`src/hw/rtl/qte_pkg.sv`:
```
// Shared types and constants for the quaternion to Euler angle converter.
package qte_pkg;

  localparam logic [1:0] KIND_ROLL  = 2'd0;
  localparam logic [1:0] KIND_PITCH = 2'd1;
  localparam logic [1:0] KIND_YAW   = 2'd2;
  localparam logic [1:0] KIND_NONE  = 2'd3;

  localparam int PW     = 34;  // width of atan2 arguments (Q.28)
  localparam int XW     = 37;  // CORDIC x/y datapath width
  localparam int ZW     = 34;  // CORDIC angle width (Q.30)
  localparam int SQ_N   = 29;  // result bits of the square root
  localparam int RAD_W  = 58;  // radicand width, padded to an even bit count
  localparam int ATAN_N = 24;
  localparam int ANGLE_LIMIT = 25736;

  localparam logic signed [PW-1:0] ONE_Q28 = PW'(64'sd268435456);

  localparam logic [31:0] ATAN_Q30 [ATAN_N] = '{
    32'd843314857, 32'd497837829, 32'd263043836, 32'd133525158, 32'd67021686,
    32'd33543515, 32'd16775850, 32'd8388437, 32'd4194282, 32'd2097149,
    32'd1048575, 32'd524287, 32'd262143, 32'd131071, 32'd65535, 32'd32767,
    32'd16383, 32'd8191, 32'd4095, 32'd2047, 32'd1023, 32'd511, 32'd255, 32'd127
  };

  typedef struct packed {
    logic [1:0]              kind;
    logic                    flag;
    logic signed [PW-1:0]    px;
    logic signed [PW-1:0]    py;
  } qte_side_t;

  typedef struct packed {
    logic [1:0] kind;
    logic       flag;
    logic       zero;
  } qte_tag_t;

endpackage

```
`src/hw/rtl/qte_sqrt.sv`:
```
// Pipelined floor square root, one result bit per stage, with sideband carry.
module qte_sqrt (
  input  logic                       clk,
  input  logic                       rst,
  input  logic                       in_valid,
  input  qte_pkg::qte_side_t         in_side,
  input  logic [qte_pkg::RAD_W-1:0]  in_rad,
  output logic                       out_valid,
  output qte_pkg::qte_side_t         out_side,
  output logic [qte_pkg::SQ_N-1:0]   out_root
);
  import qte_pkg::*;

  logic              vld  [SQ_N+1];
  qte_side_t         side [SQ_N+1];
  logic [RAD_W-1:0]  rad  [SQ_N+1];
  logic [31:0]       rem  [SQ_N+1];
  logic [SQ_N-1:0]   root [SQ_N+1];

  assign vld[0]  = in_valid;
  assign side[0] = in_side;
  assign rad[0]  = in_rad;
  assign rem[0]  = '0;
  assign root[0] = '0;

  for (genvar i = 0; i < SQ_N; i++) begin : g_step
    logic [31:0] rem_t, trial;
    always_comb begin
      rem_t = {rem[i][29:0], rad[i][RAD_W-1 -: 2]};
      trial = {1'b0, root[i], 2'b01};
    end
    always_ff @(posedge clk) begin
      if (rst) vld[i+1] <= 1'b0;
      else     vld[i+1] <= vld[i];
    end
    always_ff @(posedge clk) begin
      side[i+1] <= side[i];
      rad[i+1]  <= rad[i] << 2;
      if (rem_t >= trial) begin
        rem[i+1]  <= rem_t - trial;
        root[i+1] <= {root[i][SQ_N-2:0], 1'b1};
      end else begin
        rem[i+1]  <= rem_t;
        root[i+1] <= {root[i][SQ_N-2:0], 1'b0};
      end
    end
  end

  assign out_valid = vld[SQ_N];
  assign out_side  = side[SQ_N];
  assign out_root  = root[SQ_N];

endmodule

```
`config.mk`:
```
export PLATFORM = sky130hd
export DESIGN_NAME = qte_sqrt
export DESIGN_NICKNAME = d
export VERILOG_FILES = /design/src/hw/rtl/qte_pkg.sv /design/src/hw/rtl/qte_sqrt.sv
export SDC_FILE = /design/constraint.sdc
export NUM_CORES = 2
export LEC_CHECK = 0
export BUFFER_PORTS_ARGS = -buffer_cell sky130_fd_sc_hd__buf_2
export CORE_AREA = 4 4 430 432
export DETAILED_ROUTE_END_ITERATION = 12
export DIE_AREA = 0 0 434 436
export PLACE_DENSITY_LB_ADDON = 0.1
export SLEW_MARGIN = 10
export SYNTH_ARGS = -nofsm -noshare
export SYNTH_HDL_FRONTEND = slang
export SYNTH_SLANG_ARGS = --single-unit
```
`constraint.sdc`:
```
create_clock -name clk -period 6 [get_ports clk]
set_input_delay 0 -clock clk [delete_from_list [all_inputs] [get_ports clk]]
set_output_delay 0 -clock clk [all_outputs]
set_load 0.01 [all_outputs]
```
### Word-level counts from Yosys, hierarchy flattened

Cells that the tools add are included.

* bits of input ports: 132
* output and inout bits: 101
* word-level logic and storage cells: 345
* bits in registers: 4148

* order comparisons: 29
* multiplexer cells: 57
* $add $sub $neg: 28

Operator list (count)
* $mux W30: 27
* $ge A32 B10 Y1: 1
* $ge A32 B11 Y1: 1
* $ge A32 B12 Y1: 1
* $ge A32 B13 Y1: 1
* $ge A32 B14 Y1: 1
* $ge A32 B15 Y1: 1
* $ge A32 B16 Y1: 1
* $ge A32 B17 Y1: 1
* $ge A32 B18 Y1: 1
* $ge A32 B19 Y1: 1
* $ge A32 B20 Y1: 1
* $ge A32 B21 Y1: 1
* $ge A32 B22 Y1: 1
* $ge A32 B23 Y1: 1
* $ge A32 B24 Y1: 1
* $ge A32 B25 Y1: 1
* $ge A32 B26 Y1: 1
* $ge A32 B27 Y1: 1
* $ge A32 B28 Y1: 1
* $ge A32 B29 Y1: 1
* $ge A32 B3 Y1: 1
* $ge A32 B30 Y1: 1
* $ge A32 B4 Y1: 1
* other kinds (36): 64

### Longest topological paths before layout

* depth after elaboration: 2
* mapped depth: 15
* mapped depth without buffers: 13

### Worst setup path after synthesis

Ideal clock, no wire load.

* kind: flip-flop to flip-flop
* from: register root (netlist bit g_step[7].trial[8])
* to: register rem (netlist bit g_step[8].rem_t[31])
* arrival time: 2.871 ns
* setup time: 0.134 ns
* required time: 5.866 ns
* clock period less this slack: 3.005 ns
* setup slack: 2.995 ns
* buffers on the path: 2
* stages on the path, launching flop included: 14
* path through: dfxtp_1 inv_1 ha_1 or4_1 nor4_1 nand2b_1 or2_2 clkbuf_1 nor3_1 o21ai_1 o2111ai_1 buf_2 nor4_1 xor2_1

* cells in the longest elaborated chain, start to end: 2
* elaborated cells between the ends (all ways): 3
* those cells by class: add/sub (1); order compare (1); mux (1)

RTL lines
* start: declaration: line qte_sqrt.sv:18 `logic [SQ_N-1:0] root [SQ_N+1];`
* start signal: indexed assignment: line qte_sqrt.sv:41 `root[i+1] <= {root[i][SQ_N-2:0], 1'b1};`
* start signal: indexed assignment: line qte_sqrt.sv:44 `root[i+1] <= {root[i][SQ_N-2:0], 1'b0};`
* $sub A30 B9 Y30 / $ge A32 B9 Y1 (equally long branches): line qte_sqrt.sv:40, qte_sqrt.sv:39
* $mux W30 *: line qte_sqrt.sv:39 `if (rem_t >= trial) begin`
* end signal: indexed assignment: line qte_sqrt.sv:40 `rem[i+1] <= rem_t - trial;`
* end signal: indexed assignment: line qte_sqrt.sv:43 `rem[i+1] <= rem_t;`
* end: declaration: line qte_sqrt.sv:17 `logic [31:0] rem [SQ_N+1];`

Every way passes the cells marked *; elsewhere a longest branch is shown, timed or not.
A chain may end at the register's enable or synchronous reset.

### Worst setup path after layout

* from: register root (netlist bit g_step[25].trial[2])
* to: register rem (netlist bit g_step[26].rem_t[15])

* cells in the longest elaborated chain, start to end: 2
* elaborated cells between the ends (all ways): 3
* those cells by class: add/sub (1); order compare (1); mux (1)

RTL lines (line)
* $sub A30 B27 Y30 / $ge A32 B27 Y1 (equally long branches): qte_sqrt.sv:40, qte_sqrt.sv:39
* $mux W30 *: qte_sqrt.sv:39

Marks and branches as above.

==> qor.csv <==
metric;value;unit
status;completed;
critPathRequiredTime;6.78;ns
hold_violations;0;
power.share.sequential;50.6;%
crit_type;flip-flop to flip-flop;
skew;0.0968;ns
drt_iter0_drc;4827;
setup_tns;0;ns
hold_path_end;vld[20]$_SDFF_PP0_;
p_comb_share;10.4;%
met3_usage;4.29;%
synth.area.top_cells;dfxtp_1, ha_1, xnor2_1;
relSlewSlack;19.8;%
cts_setup_buffers;0;
clockBufferDepth;4;
period_needed;4.67;ns
cp_slowest_cell;clkinv_1;
vdd_drop_max;370;uV
r2r_start;g_step[25].trial[2]$_DFF_P_;
fin_nets;10863;
pwr-share-clk;38.9;%
synth_top_area_share;70.6;%
core;181000;um^2
clk_root_buffer_cell;clkbuf_16;
area_delta_synth_final;16.1;%
ys_top_cells_by_count;dfxtp_1, inv_1, a21oi_1;
synth.most_common_cell;dfxtp_1;
htreeDepth;5;
hold_depth;3;
fin_area;136000;um^2
grt.busiest_layer;met2;
cts_tree;done;
worstPathMaxFanout;38;
cts.sinks;4133;
cp_data_arrival_time;5.45;ns
final.period_utilization;77.8;%
hp-class;primary input to flip-flop;
r2r_slack;1.33;ns
synth_edf_count;0;
path_cells;inv_1, ha_1, nor2b_1, o21ai_0, a21boi_0, o21a_1, o221a_2, o2111ai_1, and3_1, clkinv_1, mux2_2;
dieArea;189000;um^2
row_count;156;
p_sw_share;25.1;%
setup_viol;0;
wl_per_cell;19.5;um
grt-ovfl-total;0;
syn_inst;9569;
worst_slack;1.33;ns
clock_latency;0.96;ns
grt_pass1_vias;71502;
cp-start-kind;flip-flop;
intPower;48.1;mW
cpPeakStageDelay;1.11;ns
gp_congestion;0.926;
grt_max_degree;53;
routed_wl;253;mm
yosysWarnings;0;
avgSynthCellArea;12.2;um^2
drc;0;
die_h;436;um
hpwlAfterDp;139;mm
first_pass_iters;6;
grt_pass1_wl;397;mm
ys.flop_type;dfxtp_1;
initial_utilization;64.9;%
vias;68477;
max_freq;0.214;GHz
p_leak;61.6;nW
io_pins;233;
ys_ff_latch;4133;
maxCapViolations;0;
worstMarginPinSlew;1.19;ns
use_met1;31.0;%
p_switching;16.1;mW
antenna_found_initial;12;
final_antenna_net_count;0;
grt_usage;26.6;%
cp-end-kind;flip-flop;
synth_seq_area_share;70.6;%
met2_usage;48.9;%
dp_slack;1.93;ns
fp.dieW;434;um
slew_violations;0;
ff2ff_path_depth;11;
drive_above_1_share;9.65;%
r2r-end;g_step[26].rem_t[15]$_DFF_P_;
cts_inserted_buffers;379;
synth_nets;10167;
hold_start;rst;
async_flop_share;0;%
synth_top_area_cell;dfxtp_1;
routed_via_density;5.29;
syn_area;117000;um^2
numPortBuffers;232;
synth_cell_type_count;91;
placed_cell_area;120000;um^2
cts.clk_slew.worst_paths;0.08;ns
rsz0062_at_grt;no;
p_per_area;472;nW/um^2
==> worst max-delay path, delay by kind of cell, from the launching register on <==
kind / cells / cell delay [ns]
compound gates: 5 / 1.19
buf+inv: 2 / 1.16
simple gates: 2 / 0.84
mux: 1 / 0.61
flops: 1 / 0.33
fa+ha+maj: 1 / 0.32
==> how the worst max path moves through the flow <==
stage	startpoint	depth (start not counted)	slack [ns]	to
floorplan	g_step[7].trial[8]$_DFF_P_	13	2.99	g_step[8].rem_t[31]$_DFF_P_
global placement	g_step[25].trial[9]$_DFF_P_	11	1.99	g_step[26].rem_t[15]$_DFF_P_
detailed placement	g_step[25].trial[9]$_DFF_P_	12	1.93	g_step[26].rem_t[29]$_DFF_P_
CTS	g_step[9].trial[2]$_DFF_P_	11	1.42	g_step[10].rem_t[3]$_DFF_P_
global route	g_step[25].trial[2]$_DFF_P_	12	0.90	g_step[26].rem_t[3]$_DFF_P_
finish	g_step[25].trial[2]$_DFF_P_	11	1.33	g_step[26].rem_t[15]$_DFF_P_
==> state kept, by name, summed over array words and instances, names as in the netlist <==
signal	count
side	1988
vld	28
out_side	71
rad	756
g_step.trial	406
out_valid	1
g_step.rem_t	854
out_root	29
==> cell usage in the layout (no fill, tap or decap), drive strengths merged, types with 17 or more instances in the layout <==
cell type,n
dfxtp,4133
inv,618
clkbuf,551
a21oi,526
nor2,503
nand2,471
ha,466
o21ai,372
xnor2,342
xor2,313
dlygate4sd3,263
buf,247
nor3,189
a21o,140
nand3,135
nor2b,94
nor4,94
nand2b,88
o21a,88
nand4,81
or3,78
mux2,68
clkinv,68
or2,51
o31ai,42
a211oi,40
bufinv,39
o21bai,37
or4,32
a31oi,31
and3,28
o211ai,27
nand3b,26
and2,22
a211o,18
nor3b,17
==> area by class of cell <==
| cell class | instances | area [um^2] |
|---|---|---|
| inverters | 615 | 2310 |
| repair buffers | 510 | 3910 |
| diodes | 3 | 7.51 |
| well taps | 2370 | 2970 |
| flip-flops and latches | 4133 | 82700 |
| multi-input cells | 4626 | 31200 |
| clock buffers | 551 | 11200 |
| clock inverters | 125 | 1750 |
| fillers | 10794 | 44500 |
==> repair_timing <==
item	in CTS	in global routing
gates resized for setup	0	0
hold endpoints to repair	159	0
hold buffers	263	0
==> power groups by stage <==
| stage | logic [mW] | registers [mW] | clock network [mW] |
|---|---|---|---|
| after floorplan | 5.03 | 32.2 | 0 |
| after global placement | 6.20 | 32.9 | 0 |
| after detailed placement | 6.33 | 33.0 | 0 |
| after CTS | 6.60 | 32.5 | 25.3 |
| after global routing | 7.44 | 32.8 | 26.5 |
| final | 6.69 | 32.5 | 25.0 |
==> through the flow <==
step	power [mW]	std cells	hold WS [ns]	util, %
after floorplan	37.3	9569	0.0277	-
after global placement	39.1	11991	0.102	66.7
after detailed placement	39.3	11991	0.104	66.7
after CTS	64.3	12930	0.0237	75.3
after global routing	66.7	12932	0.0889	75.3
final	64.2	12933	0.113	75.3
==> per-layer routing <==
metal / up-vias / wire length (um)
li1: 33314 / -
met1: 32519 / 101000
met2: 1942 / 131000
met3: 700 / 11000
met4: 2 / 9690
met5: - / 18
==> cell families (layout without fill, tap and decap cells) <==
logic type               Yosys count  count (layout)  share of synthesized area (%)
buffers and inverters            810            1801                           2.86
AO/OA/AOI/OAI                   1470            1470                           7.67
AND/OR/NAND/NOR                 1956            1956                           8.25
XOR/XNOR                         655             655                           4.90
multiplexers                      78              78                          0.739
flip-flops                      4133            4133                           70.6
other                              1               4                        0.00320
adder cells (fa/ha/maj)          466             466                           4.98
Note: power is estimated with default switching activity, not from simulation.
